File: src/sv/aps_pkg.sv
`timescale 1ns / 1ps
// aps_pkg: shared types and constants of the aging peer signal table.
// No dependencies; every other file but aps_if refers to it by scoped names.
package aps_pkg;

  // Input action codes
  localparam logic [1:0] ACT_SIGHTING  = 2'd0;
  localparam logic [1:0] ACT_MAINTAIN  = 2'd1;
  localparam logic [1:0] ACT_SCAN_DONE = 2'd2;
  localparam logic [1:0] ACT_QUERY     = 2'd3;

  // Result status codes
  localparam logic [2:0] ST_UPDATED = 3'd0;
  localparam logic [2:0] ST_ADDED   = 3'd1;
  localparam logic [2:0] ST_DROPPED = 3'd2;
  localparam logic [2:0] ST_IGNORED = 3'd3;
  localparam logic [2:0] ST_OTHER   = 3'd4;

  // Configuration register indexes
  localparam logic [1:0] REG_INTERVAL  = 2'd0;
  localparam logic [1:0] REG_READY     = 2'd1;
  localparam logic [1:0] REG_SUSPENDED = 2'd2;

  localparam logic [19:0]        INTERVAL_RESET = 20'd10000;
  localparam logic signed [7:0]  LEVEL_FLOOR    = -8'sd127;

  localparam int QUEUE_DEPTH = 2;
  localparam int QPTR_W      = (QUEUE_DEPTH > 1) ? $clog2(QUEUE_DEPTH) : 1;
  localparam int QCNT_W      = $clog2(QUEUE_DEPTH + 1);

  // Work kinds decided by the front end
  typedef enum logic [2:0] {
    OP_SIGHT,
    OP_IGNORE,
    OP_MAINT,
    OP_SCAN_DONE,
    OP_QUERY
  } op_t;

  typedef struct packed {
    logic [19:0] interval;
    logic        ready;
    logic        suspended;
  } cfg_t;

  typedef struct packed {
    op_t                op;
    logic [63:0]        key;
    logic signed [7:0]  level;
    logic [31:0]        now;
  } job_t;

  typedef struct packed {
    logic [63:0]        key;
    logic signed [7:0]  level;
    logic [31:0]        last_seen;
  } entry_t;

endpackage

File: src/sv/aps_if.sv
`timescale 1ns / 1ps
// aps_if: valid/ready channel interfaces of the peer table (items, results,
// configuration writes). Depends on nothing.
interface aps_in_if;
  logic               valid;
  logic               ready;
  logic [1:0]         action;
  logic               name_matches;
  logic [63:0]        peer_key;
  logic signed [7:0]  signal_level;
  logic [31:0]        now_ms;

  modport source (output valid, action, name_matches, peer_key, signal_level, now_ms,
                  input ready);
  modport sink (input valid, action, name_matches, peer_key, signal_level, now_ms,
                output ready);
endinterface

interface aps_out_if;
  logic               valid;
  logic               ready;
  logic [2:0]         status;
  logic               peer_seen;
  logic signed [7:0]  nearest_level;
  logic [3:0]         peer_count;
  logic               start_scan;

  modport source (output valid, status, peer_seen, nearest_level, peer_count, start_scan,
                  input ready);
  modport sink (input valid, status, peer_seen, nearest_level, peer_count, start_scan,
                output ready);
endinterface

interface aps_cfg_if;
  logic        valid;
  logic        ready;
  logic [1:0]  index;
  logic [19:0] data;

  modport source (output valid, index, data, input ready);
  modport sink (input valid, index, data, output ready);
endinterface

File: src/sv/aps_front.sv
`timescale 1ns / 1ps
// aps_front: accepts input items and classifies them into table jobs.
// Depends on aps_pkg and aps_if.
module aps_front (
  aps_in_if.sink       item,
  input  aps_pkg::cfg_t cfg,
  input  logic          q_full,
  output logic          push,
  output aps_pkg::job_t push_job
);

  aps_pkg::op_t op;

  always_comb begin
    case (item.action)
      aps_pkg::ACT_SIGHTING: begin
        op = item.name_matches ? aps_pkg::OP_SIGHT : aps_pkg::OP_IGNORE;
      end
      aps_pkg::ACT_MAINTAIN: begin
        // skipped maintenance only reports
        op = (cfg.ready && !cfg.suspended) ? aps_pkg::OP_MAINT : aps_pkg::OP_QUERY;
      end
      aps_pkg::ACT_SCAN_DONE: begin
        op = aps_pkg::OP_SCAN_DONE;
      end
      default: begin
        op = aps_pkg::OP_QUERY;
      end
    endcase
  end

  assign item.ready     = !q_full;
  assign push           = item.valid && !q_full;
  assign push_job.op    = op;
  assign push_job.key   = item.peer_key;
  assign push_job.level = item.signal_level;
  assign push_job.now   = item.now_ms;

endmodule

File: src/sv/aps_queue.sv
`timescale 1ns / 1ps
// aps_queue: short job queue between front end and table engine.
// Depends on aps_pkg.
module aps_queue (
  input  logic          clk,
  input  logic          rst,
  input  logic          push,
  input  aps_pkg::job_t push_job,
  output logic          full,
  input  logic          pop,
  output logic          not_empty,
  output aps_pkg::job_t head
);

  aps_pkg::job_t                slots [aps_pkg::QUEUE_DEPTH];
  logic [aps_pkg::QPTR_W-1:0]   wr_ptr;
  logic [aps_pkg::QPTR_W-1:0]   rd_ptr;
  logic [aps_pkg::QCNT_W-1:0]   fill;

  localparam logic [aps_pkg::QPTR_W-1:0] LAST = aps_pkg::QPTR_W'(aps_pkg::QUEUE_DEPTH - 1);

  assign full      = (fill == aps_pkg::QCNT_W'(aps_pkg::QUEUE_DEPTH));
  assign not_empty = (fill != '0);
  assign head      = slots[rd_ptr];

  always_ff @(posedge clk) begin
    if (push) begin
      slots[wr_ptr] <= push_job;
    end
  end

  always_ff @(posedge clk) begin
    if (rst) begin
      wr_ptr <= '0;
      rd_ptr <= '0;
      fill   <= '0;
    end else begin
      if (push) begin
        wr_ptr <= (wr_ptr == LAST) ? '0 : wr_ptr + 1'b1;
      end
      if (pop) begin
        rd_ptr <= (rd_ptr == LAST) ? '0 : rd_ptr + 1'b1;
      end
      if (push && !pop) begin
        fill <= fill + 1'b1;
      end else if (pop && !push) begin
        fill <= fill - 1'b1;
      end
    end
  end

  always_ff @(posedge clk) begin
    if (!rst) begin
      assert (!(push && full)) else $error("aps_queue: push into full queue");
    end
  end

  a_no_pop_empty: assert property (@(posedge clk) disable iff (rst) pop |-> not_empty)
    else $error("aps_queue: pop from empty queue");

  a_fill_bound: assert property (@(posedge clk) disable iff (rst)
    fill <= aps_pkg::QCNT_W'(aps_pkg::QUEUE_DEPTH))
    else $error("aps_queue: fill count above depth");

  a_fill_track: assert property (@(posedge clk) disable iff (rst)
    (push && !pop) |=> fill == $past(fill) + 1'b1)
    else $error("aps_queue: fill count did not advance on push");

endmodule

File: src/sv/aps_engine.sv
`timescale 1ns / 1ps
// aps_engine: table memory and the walk that updates, evicts and reports.
// Depends on aps_pkg and aps_if.
module aps_engine #(
  parameter int MAX_PEERS = 10
) (
  input  logic          clk,
  input  logic          rst,
  input  aps_pkg::cfg_t cfg,
  input  logic          q_not_empty,
  input  aps_pkg::job_t q_head,
  output logic          q_pop,
  aps_out_if.source     result
);

  localparam int CNT_W = $clog2(MAX_PEERS + 1);
  localparam int IDX_W = (MAX_PEERS > 1) ? $clog2(MAX_PEERS) : 1;
  localparam logic [CNT_W-1:0] CNT_MAX = CNT_W'(MAX_PEERS);

  typedef enum logic [1:0] {S_IDLE, S_WALK, S_FINISH} state_t;

  state_t              state;
  aps_pkg::job_t       job;
  logic [CNT_W-1:0]    cnt;
  logic [CNT_W-1:0]    rd_idx;
  logic [CNT_W-1:0]    ev_idx;
  logic [CNT_W-1:0]    wr_ptr;
  logic                ev_valid;
  logic                found;
  logic                seen_acc;
  logic signed [7:0]   best_acc;
  logic                scan_running;
  logic [31:0]         last_scan;
  logic [20:0]         lim_evict;
  logic [21:0]         lim_window;

  logic                res_valid;
  logic [2:0]          res_status;
  logic                res_seen;
  logic signed [7:0]   res_best;
  logic [3:0]          res_count;
  logic                res_start;

  aps_pkg::entry_t     mem [MAX_PEERS];
  aps_pkg::entry_t     rd_data;
  logic                mem_we;
  logic [IDX_W-1:0]    mem_waddr;
  aps_pkg::entry_t     mem_wdata;
  logic                issue;

  logic [31:0]         diff;
  logic                key_hit;
  logic                keep;
  logic signed [7:0]   ev_level;
  logic                ev_near;
  logic                add_ok;
  logic                scan_go;
  logic [CNT_W-1:0]    fin_cnt;
  logic                fin_seen;
  logic signed [7:0]   fin_best;
  logic [2:0]          fin_status;

  assign q_pop = (state == S_IDLE) && q_not_empty && !res_valid;
  assign issue = (state == S_WALK) && (rd_idx < cnt);

  // Evaluate the entry read last cycle
  assign diff     = job.now - rd_data.last_seen;
  assign key_hit  = (job.op == aps_pkg::OP_SIGHT) && (rd_data.key == job.key);
  assign keep     = (job.op != aps_pkg::OP_MAINT) || (diff <= {11'd0, lim_evict});
  assign ev_level = key_hit ? job.level : rd_data.level;
  assign ev_near  = key_hit ? (lim_window != '0) : (diff < {10'd0, lim_window});

  assign add_ok  = (job.op == aps_pkg::OP_SIGHT) && !found && (cnt < CNT_MAX);
  assign scan_go = (job.op == aps_pkg::OP_MAINT) && !scan_running &&
                   ((job.now - last_scan) >= {12'd0, cfg.interval});

  always_comb begin
    if (add_ok) begin
      fin_cnt = cnt + 1'b1;
    end else if (job.op == aps_pkg::OP_MAINT) begin
      fin_cnt = wr_ptr;
    end else begin
      fin_cnt = cnt;
    end
    fin_seen = seen_acc || (add_ok && (lim_window != '0));
    fin_best = (add_ok && (job.level > best_acc)) ? job.level : best_acc;
    case (job.op)
      aps_pkg::OP_SIGHT: begin
        if (found) begin
          fin_status = aps_pkg::ST_UPDATED;
        end else if (add_ok) begin
          fin_status = aps_pkg::ST_ADDED;
        end else begin
          fin_status = aps_pkg::ST_DROPPED;
        end
      end
      aps_pkg::OP_IGNORE: begin
        fin_status = aps_pkg::ST_IGNORED;
      end
      default: begin
        fin_status = aps_pkg::ST_OTHER;
      end
    endcase
  end

  // Single write port: in-place update, compaction, or append
  always_comb begin
    mem_we    = 1'b0;
    mem_waddr = ev_idx[IDX_W-1:0];
    mem_wdata = rd_data;
    if (state == S_WALK && ev_valid) begin
      if (key_hit) begin
        mem_we    = 1'b1;
        mem_waddr = ev_idx[IDX_W-1:0];
        mem_wdata = '{key: job.key, level: job.level, last_seen: job.now};
      end else if (job.op == aps_pkg::OP_MAINT && keep) begin
        mem_we    = 1'b1;
        mem_waddr = wr_ptr[IDX_W-1:0];
        mem_wdata = rd_data;
      end
    end else if (state == S_FINISH && add_ok) begin
      mem_we    = 1'b1;
      mem_waddr = cnt[IDX_W-1:0];
      mem_wdata = '{key: job.key, level: job.level, last_seen: job.now};
    end
  end

  always_ff @(posedge clk) begin
    if (mem_we) begin
      mem[mem_waddr] <= mem_wdata;
    end
    if (issue) begin
      rd_data <= mem[rd_idx[IDX_W-1:0]];
    end
  end

  always_ff @(posedge clk) begin
    if (rst) begin
      state        <= S_IDLE;
      cnt          <= '0;
      scan_running <= 1'b0;
      last_scan    <= '0;
      res_valid    <= 1'b0;
      ev_valid     <= 1'b0;
    end else begin
      if (result.valid && result.ready) begin
        res_valid <= 1'b0;
      end
      case (state)
        S_IDLE: begin
          if (q_pop) begin
            job        <= q_head;
            rd_idx     <= '0;
            wr_ptr     <= '0;
            ev_valid   <= 1'b0;
            found      <= 1'b0;
            seen_acc   <= 1'b0;
            best_acc   <= aps_pkg::LEVEL_FLOOR;
            lim_evict  <= {cfg.interval, 1'b0};
            lim_window <= {2'd0, cfg.interval} + {1'b0, cfg.interval, 1'b0};
            state      <= S_WALK;
          end
        end
        S_WALK: begin
          ev_valid <= issue;
          if (issue) begin
            ev_idx <= rd_idx;
            rd_idx <= rd_idx + 1'b1;
          end
          if (ev_valid) begin
            if (key_hit) begin
              found <= 1'b1;
            end
            if (job.op == aps_pkg::OP_MAINT && keep) begin
              wr_ptr <= wr_ptr + 1'b1;
            end
            if (keep) begin
              seen_acc <= seen_acc || ev_near;
              if (ev_level > best_acc) begin
                best_acc <= ev_level;
              end
            end
          end
          if (!issue && !ev_valid) begin
            state <= S_FINISH;
          end
        end
        S_FINISH: begin
          cnt        <= fin_cnt;
          res_valid  <= 1'b1;
          res_status <= fin_status;
          res_seen   <= cfg.ready && fin_seen;
          res_best   <= (cfg.ready && fin_cnt != '0) ? fin_best : 8'sd0;
          res_count  <= 4'(fin_cnt);
          res_start  <= scan_go;
          if (scan_go) begin
            scan_running <= 1'b1;
            last_scan    <= job.now;
          end
          if (job.op == aps_pkg::OP_SCAN_DONE) begin
            scan_running <= 1'b0;
          end
          state <= S_IDLE;
        end
        default: begin
          state <= S_IDLE;
        end
      endcase
    end
  end

  assign result.valid         = res_valid;
  assign result.status        = res_status;
  assign result.peer_seen     = res_seen;
  assign result.nearest_level = res_best;
  assign result.peer_count    = res_count;
  assign result.start_scan    = res_start;

  a_cnt_bound: assert property (@(posedge clk) disable iff (rst) cnt <= CNT_MAX)
    else $error("aps_engine: entry count above table size");

  a_compact_behind: assert property (@(posedge clk) disable iff (rst)
    state == S_WALK |-> wr_ptr <= rd_idx)
    else $error("aps_engine: compaction pointer ran ahead of read pointer");

  a_pop_slot_free: assert property (@(posedge clk) disable iff (rst) q_pop |-> !res_valid)
    else $error("aps_engine: job taken while result still pending");

  a_scan_flag: assert property (@(posedge clk) disable iff (rst)
    (state == S_FINISH && scan_go) |=> scan_running && res_start)
    else $error("aps_engine: scan start not recorded");

endmodule

File: src/sv/aging_peer_signal_table.sv
`timescale 1ns / 1ps
// aging_peer_signal_table: top level; configuration registers and the
// front end, job queue and table engine. Depends on aps_pkg, aps_if, submodules.
//
// Usage:
//   item   - input items (sighting, maintain tick, scan finished, query),
//            one transfer per valid && ready edge.
//   result - exactly one result per item, in item order, from an output
//            register; the engine picks up the next job once it is taken.
//   cfg    - register writes (0 interval, 1 radio ready, 2 suspended),
//            always ready, applied on the next edge; write only while idle.
// Path: a job passes through the job queue, then the engine's idle, walk
//   and finish states; the walk covers the stored peers (up to MAX_PEERS).
//   The walk reads one entry per cycle from the single read port of the
//   table memory; that walk sets the rate, one item at a time.
// The engine takes a new job only once the previous result has been taken.
// The two-entry queue lets items enter while the engine is busy; item.ready
//   drops only when the queue is full.
// Reset: empties the table and queue, clears the scan flag and last scan time,
//   loads the interval with 10000 ms and clears ready and suspended. Entries
//   need no clearing pass: only entries below the count are ever read.
// A stalled receiver holds the result register and, behind it, the engine
//   and then the queue; nothing is lost.
module aging_peer_signal_table #(
  parameter int MAX_PEERS = 10
) (
  input  logic      clk,
  input  logic      rst,
  aps_in_if.sink    item,
  aps_out_if.source result,
  aps_cfg_if.sink   cfg
);

  aps_pkg::cfg_t cfg_regs;
  logic          q_full;
  logic          q_push;
  aps_pkg::job_t q_push_job;
  logic          q_pop;
  logic          q_not_empty;
  aps_pkg::job_t q_head;

  // Configuration registers; writes beyond the list are dropped
  assign cfg.ready = 1'b1;

  always_ff @(posedge clk) begin
    if (rst) begin
      cfg_regs.interval  <= aps_pkg::INTERVAL_RESET;
      cfg_regs.ready     <= 1'b0;
      cfg_regs.suspended <= 1'b0;
    end else if (cfg.valid) begin
      case (cfg.index)
        aps_pkg::REG_INTERVAL:  cfg_regs.interval  <= cfg.data;
        aps_pkg::REG_READY:     cfg_regs.ready     <= cfg.data[0];
        aps_pkg::REG_SUSPENDED: cfg_regs.suspended <= cfg.data[0];
        default: begin
        end
      endcase
    end
  end

  // Classify items and hand them to the queue
  aps_front u_front (
    .item     (item),
    .cfg      (cfg_regs),
    .q_full   (q_full),
    .push     (q_push),
    .push_job (q_push_job)
  );

  aps_queue u_queue (
    .clk       (clk),
    .rst       (rst),
    .push      (q_push),
    .push_job  (q_push_job),
    .full      (q_full),
    .pop       (q_pop),
    .not_empty (q_not_empty),
    .head      (q_head)
  );

  // Walk the table, update it and produce the result
  aps_engine #(
    .MAX_PEERS (MAX_PEERS)
  ) u_engine (
    .clk         (clk),
    .rst         (rst),
    .cfg         (cfg_regs),
    .q_not_empty (q_not_empty),
    .q_head      (q_head),
    .q_pop       (q_pop),
    .result      (result)
  );

endmodule
File: src/flat_wrapper.sv
// flat-port wrapper written by rule: the top's interface ports become plain ports
module aging_peer_signal_table_flat 
#(
  parameter int MAX_PEERS = 10
)
  (clk, rst, item_valid, item_action, item_name_matches, item_peer_key, item_signal_level, item_now_ms, item_ready, result_valid, result_status, result_peer_seen, result_nearest_level, result_peer_count, result_start_scan, result_ready, cfg_valid, cfg_index, cfg_data, cfg_ready);
  aps_in_if item_i ();
  aps_out_if result_i ();
  aps_cfg_if cfg_i ();
  input  logic clk;
  input  logic rst;
  input wire logic [$bits(item_i.valid)-1:0] item_valid;
  input wire logic [$bits(item_i.action)-1:0] item_action;
  input wire logic [$bits(item_i.name_matches)-1:0] item_name_matches;
  input wire logic [$bits(item_i.peer_key)-1:0] item_peer_key;
  input wire logic [$bits(item_i.signal_level)-1:0] item_signal_level;
  input wire logic [$bits(item_i.now_ms)-1:0] item_now_ms;
  output wire logic [$bits(item_i.ready)-1:0] item_ready;
  output wire logic [$bits(result_i.valid)-1:0] result_valid;
  output wire logic [$bits(result_i.status)-1:0] result_status;
  output wire logic [$bits(result_i.peer_seen)-1:0] result_peer_seen;
  output wire logic [$bits(result_i.nearest_level)-1:0] result_nearest_level;
  output wire logic [$bits(result_i.peer_count)-1:0] result_peer_count;
  output wire logic [$bits(result_i.start_scan)-1:0] result_start_scan;
  input wire logic [$bits(result_i.ready)-1:0] result_ready;
  input wire logic [$bits(cfg_i.valid)-1:0] cfg_valid;
  input wire logic [$bits(cfg_i.index)-1:0] cfg_index;
  input wire logic [$bits(cfg_i.data)-1:0] cfg_data;
  output wire logic [$bits(cfg_i.ready)-1:0] cfg_ready;
  assign item_i.valid = item_valid;
  assign item_i.action = item_action;
  assign item_i.name_matches = item_name_matches;
  assign item_i.peer_key = item_peer_key;
  assign item_i.signal_level = item_signal_level;
  assign item_i.now_ms = item_now_ms;
  assign item_ready = item_i.ready;
  assign result_valid = result_i.valid;
  assign result_status = result_i.status;
  assign result_peer_seen = result_i.peer_seen;
  assign result_nearest_level = result_i.nearest_level;
  assign result_peer_count = result_i.peer_count;
  assign result_start_scan = result_i.start_scan;
  assign result_i.ready = result_ready;
  assign cfg_i.valid = cfg_valid;
  assign cfg_i.index = cfg_index;
  assign cfg_i.data = cfg_data;
  assign cfg_ready = cfg_i.ready;
  aging_peer_signal_table #(.MAX_PEERS(MAX_PEERS)) u_core (.clk(clk), .rst(rst), .item(item_i), .result(result_i), .cfg(cfg_i));
endmodule
File: config.mk
export PLATFORM = sky130hd
export DESIGN_NAME = aging_peer_signal_table_flat
export DESIGN_NICKNAME = d
export VERILOG_FILES = /design/src/sv/aps_pkg.sv /design/src/sv/aps_if.sv /design/src/sv/aps_front.sv /design/src/sv/aps_queue.sv /design/src/sv/aps_engine.sv /design/src/sv/aging_peer_signal_table.sv /design/src/flat_wrapper.sv
export SDC_FILE = /design/constraint.sdc
export NUM_CORES = 2
export LEC_CHECK = 0
export BUFFER_PORTS_ARGS = -buffer_cell sky130_fd_sc_hd__buf_2
export CAP_MARGIN = 20
export CORE_MARGIN = 1
export CORE_UTILIZATION = 59
export CTS_BUF_LIST = sky130_fd_sc_hd__clkbuf_4 sky130_fd_sc_hd__clkbuf_8
export CTS_CLUSTER_SIZE = 16
export DETAILED_ROUTE_END_ITERATION = 8
export PLACE_DENSITY = 0.85
export SLEW_MARGIN = 20
export SYNTH_ARGS = -nofsm -noshare
export SYNTH_HDL_FRONTEND = slang
export SYNTH_SLANG_ARGS = --single-unit
File: constraint.sdc
create_clock -name clk -period 11.05 [get_ports clk]
set_input_delay 0 -clock clk [delete_from_list [all_inputs] [get_ports clk]]
set_output_delay 0 -clock clk [all_outputs]
set_load 0.01 [all_outputs]
==> flow_metrics.py <==
metrics = {
    "drt": {
        "routed_wire_length_per_instance_um": 25.31,
        "drt_wl_total_um": 159500,
        "ant_nets": 0,
        "via_count": 38978,
        "drc_errors": 0,
        "firstDrtPassIters": 6,
        "avgViaCountPerCell": 6.184,
        "drt_iter0_markers": 3978,
    },
    "placement": {
        "dpl.hpwl_um": 90030,
        "portBuffers": 152,
        "gp_congestion": 0.8822,
        "dp.cells": 5532,
    },
    "synth": {
        "synth_top_area_share_pct": 68.51,
        "netlist_top_cells_count": "1545 x edfxtp_1, 234 x a21oi_1, 215 x mux2_2, 208 x mux4_2, 172 x inv_1",
        "yosysUniqueCellTypes": 76,
        "synth_edf_count": 1545,
        "synth.most_common_cell": "edfxtp_1",
        "async_flop_share_pct": 0,
        "yosysTopAreaCell": "edfxtp_1",
        "ys_top_cells_by_area": "edfxtp_1 69%, mux4_2 6.9%, mux2_2 3.6%",
        "syn_nets": 4297,
        "ys.flop_type": "edfxtp_1",
        "synth-seq-cells": 1612,
        "syn-mean-instance-area_sq_um": 16.96,
        "yosysSeqAreaShare_pct": 70.49,
        "syn_area_sq_mm": 0.06772,
        "yosysWarnings": 0,
        "post_synth_inst_count": 3993,
    },
    "timing": {
        "period_share_pct": 68.43,
        "worstMarginPinSlew_ns": 1.154,
        "fin_crit_ns": 7.562,
        "whs_ns": 0.08931,
        "rsz0062_at_grt": "false",
        "clock_skew_ns": 0.07852,
        "fmax_ghz": 0.1322,
        "slew_violations": 0,
        "hold_viol_final": 0,
        "slew_headroom_pct": 22.45,
        "setup_tns_ns": 0,
        "setup_viol": 0,
    },
    "clock_tree": {
        "clk_pin_slew_ns": 0.06,
        "cts_sinks": 1612,
        "cts_tree": "done",
        "htree_num_levels": 5,
        "clockBufferDepth": 4,
        "numCtsBuffers": 276,
        "clkLatencyLatePin_ns": 0.96,
        "clockRootBuffer": "clkbuf_8",
    },
    "global_routing": {
        "grt_overflow": 0,
        "antenna_found_initial": 3,
        "grtUsageTotal_pct": 27.72,
        "grt_pass1_vias": 40516,
        "grt_pass1_wl_um": 241400,
        "grt_max_degree": 124,
    },
    "cells_and_area": {
        "fillCellCount": 6756,
        "regArea_sq_mm": 0.04774,
        "area_growth_pct": 16.00,
        "layout.nets": 4916,
        "multi_input_area_sq_mm": 0.01885,
        "final_util_pct": 69.45,
        "drive_above_1_share_pct": 22.64,
        "instances_no_fill": 6303,
    },
    "critical_path": {
        "critical_path_class": "flip-flop to flip-flop",
        "reg2reg_depth": 25,
        "r2r_end": "u_core.u_engine.mem[1][59]",
        "r2r_slack_ns": 3.49,
        "critPathArrivalTime_ns": 8.08,
        "path_max_fanout": 56,
        "cp-end-kind": "flip-flop",
        "crit_path_start_kind": "flip-flop",
        "required_ns": 11.56,
        "r2r_start": "u_core.u_engine.job[0]",
    },
    "power_and_ir_drop": {
        "power.leakage_nw": 26.92,
        "powerDensity_mw_per_mm2": 214.5,
        "ir_drop_uv": 149.4,
    },
    "floorplan": {
        "die_w_um": 340.8,
        "coreArea_sq_mm": 0.1131,
        "start_util_pct": 59.87,
        "die-area_sq_mm": 0.1161,
        "ioPinCount": 154,
        "row_count": 123,
        "fp.dieH_um": 340.8,
    },
    "worst_hold_path": {
        "hold_path_depth": 5,
        "worstHoldPathType": "primary input to flip-flop",
        "hold_start": "cfg_index[0]",
        "hold_end": "u_core.cfg_regs[0]",
    },
    "status": {
        "status": "completed",
    },
    "job": {
        "maxCapViolCount": 0,
    },
}
==> worst max-delay path: stages, from the launching register on <==
cell and delay, ns:
edfxtp_1 0.38, inv_1 0.12, ha_1 0.22, fa_1 0.24
nor2b_1 0.08, o31ai_1 0.39, nand2_1 0.19, a31oi_1 0.29
nor2_1 0.09, a21o_1 0.22, inv_1 0.06, o21ai_0 0.11
a21oi_1 0.20, xnor2_1 0.20, ha_1 0.29, and3_1 0.17
nand3_1 0.11, a31oi_1 0.06, o22ai_1 0.35, or3b_1 0.45
or2_2 0.33, or3_4 0.41, mux2_4 0.37, nor3_2 0.18
buf_4 0.80, buf_4 0.80
==> area by class of cell <==
type / count / area share, %
flip-flops and latches: 1612 / 60.77
multi-input cells: 2041 / 24.00
clock buffers: 364 / 5.740
repair buffers: 509 / 5.390
well taps: 1500 / 2.389
clock inverters: 103 / 0.8824
inverters: 172 / 0.8219
diodes: 2 / 0.006371
==> cell families after synthesis <==
family / count (synthesis) / share of synthesized area [%]
AOI/OAI and AO/OA: 595 / 5.598
xor gates and xnor gates: 132 / 1.707
adders and majority gates: 170 / 3.174
buffers and inverters: 340 / 1.921
DFF: 1612 / 70.49
muxes: 578 / 12.79
other: 1 / 0.005537
and+or+nand+nor: 565 / 4.318
==> cell usage in the layout, fill, tap and decap left out, types with 34 or more instances in the layout <==
master	synthesis	layout
dlygate4sd3_1	0	302
clkinv_1	0	54
xnor2_1	84	84
edfxtp_1	1545	1545
mux2i_1	154	153
clkbuf_4	0	80
nor2_1	139	137
a21oi_1	234	234
mux4_2	208	208
mux2_2	215	215
nand4_1	34	34
buf_2	5	152
clkbuf_8	0	284
a211oi_1	122	121
a21o_1	43	43
o21ai_0	64	61
inv_1	172	172
nand2_1	108	108
nor2b_1	127	127
xor2_1	48	48
ha_1	167	167
buf_4	3	52
dfxtp_1	67	66
==> report_power, final <==
part	switching [mW]	internal [mW]	leakage, nW
logic	2.36	1.61	9.63
clock network	2.36	2.84	2.74
registers	0.284	7.40	14.5
==> stage by stage <==
step	power [mW]	setup slack (ns)	area, sq um
2_1_floorplan	10.50	-1.210	67740
4_1_cts	16.86	3.408	78550
3_3_place_gp	11.49	3.596	70320
6_report	16.85	3.488	78560
5_1_grt	17.55	3.073	78550
3_5_place_dp	11.61	3.457	70320
==> sequential cells by signal, indices dropped and copies added (netlist names), 3 cells and up <==
register                              flops
u_core.u_engine.result.peer_count         4
u_core.u_engine.wr_ptr                    4
u_core.u_engine.mem                    1040
u_core.u_engine.ev_idx                    4
u_core.u_engine.job                     107
u_core.u_engine.result.status             3
u_core.u_engine.rd_idx                    4
u_core.u_engine.rd_data                 104
u_core.u_engine.lim_evict                19
u_core.u_queue.slots                    214
u_core.u_engine.lim_window               22
u_core.cfg_regs                          22
u_core.u_engine.last_scan                32
u_core.u_engine.cnt                       4
u_core.u_engine.best_acc                  8
u_core.u_engine.result.nearest_level      8
==> timing repair <==
action	4_1_cts	5_1_grt
hold buffers	302	0
setup endpoints to repair	0	0
endpoints found under the hold margin	298	0
resized for setup	0	0
setup buffers	0	0
==> per-layer routing <==
metal / up-vias / GRT usage [%] / part of all wire (%)
met5: - / 0 / 0.0082
met4: 2 / 10.15 / 3.0
met3: 330 / 5.075 / 8.7
met2: 2192 / 45.55 / 49
met1: 19512 / 37.32 / 39
li1: 16942 / - / -
==> how the worst max path moves through the flow <==
| stage | from | to | cells past startpoint |
|---|---|---|---|
| 3_3_place_gp | u_core.u_engine.job[0] | u_core.u_engine.mem[8][102] | 24 |
| 2_1_floorplan | u_core.u_engine.job[0] | u_core.u_engine.mem[5][0] | 24 |
| 5_1_grt | u_core.u_engine.job[0] | u_core.u_engine.mem[3][66] | 26 |
| 4_1_cts | u_core.u_engine.job[0] | u_core.u_engine.mem[8][82] | 25 |
| 3_5_place_dp | u_core.u_engine.job[0] | u_core.u_engine.mem[8][52] | 25 |
| 6_report | u_core.u_engine.job[0] | u_core.u_engine.mem[1][59] | 25 |
Note: power is estimated with default switching activity, not from simulation.
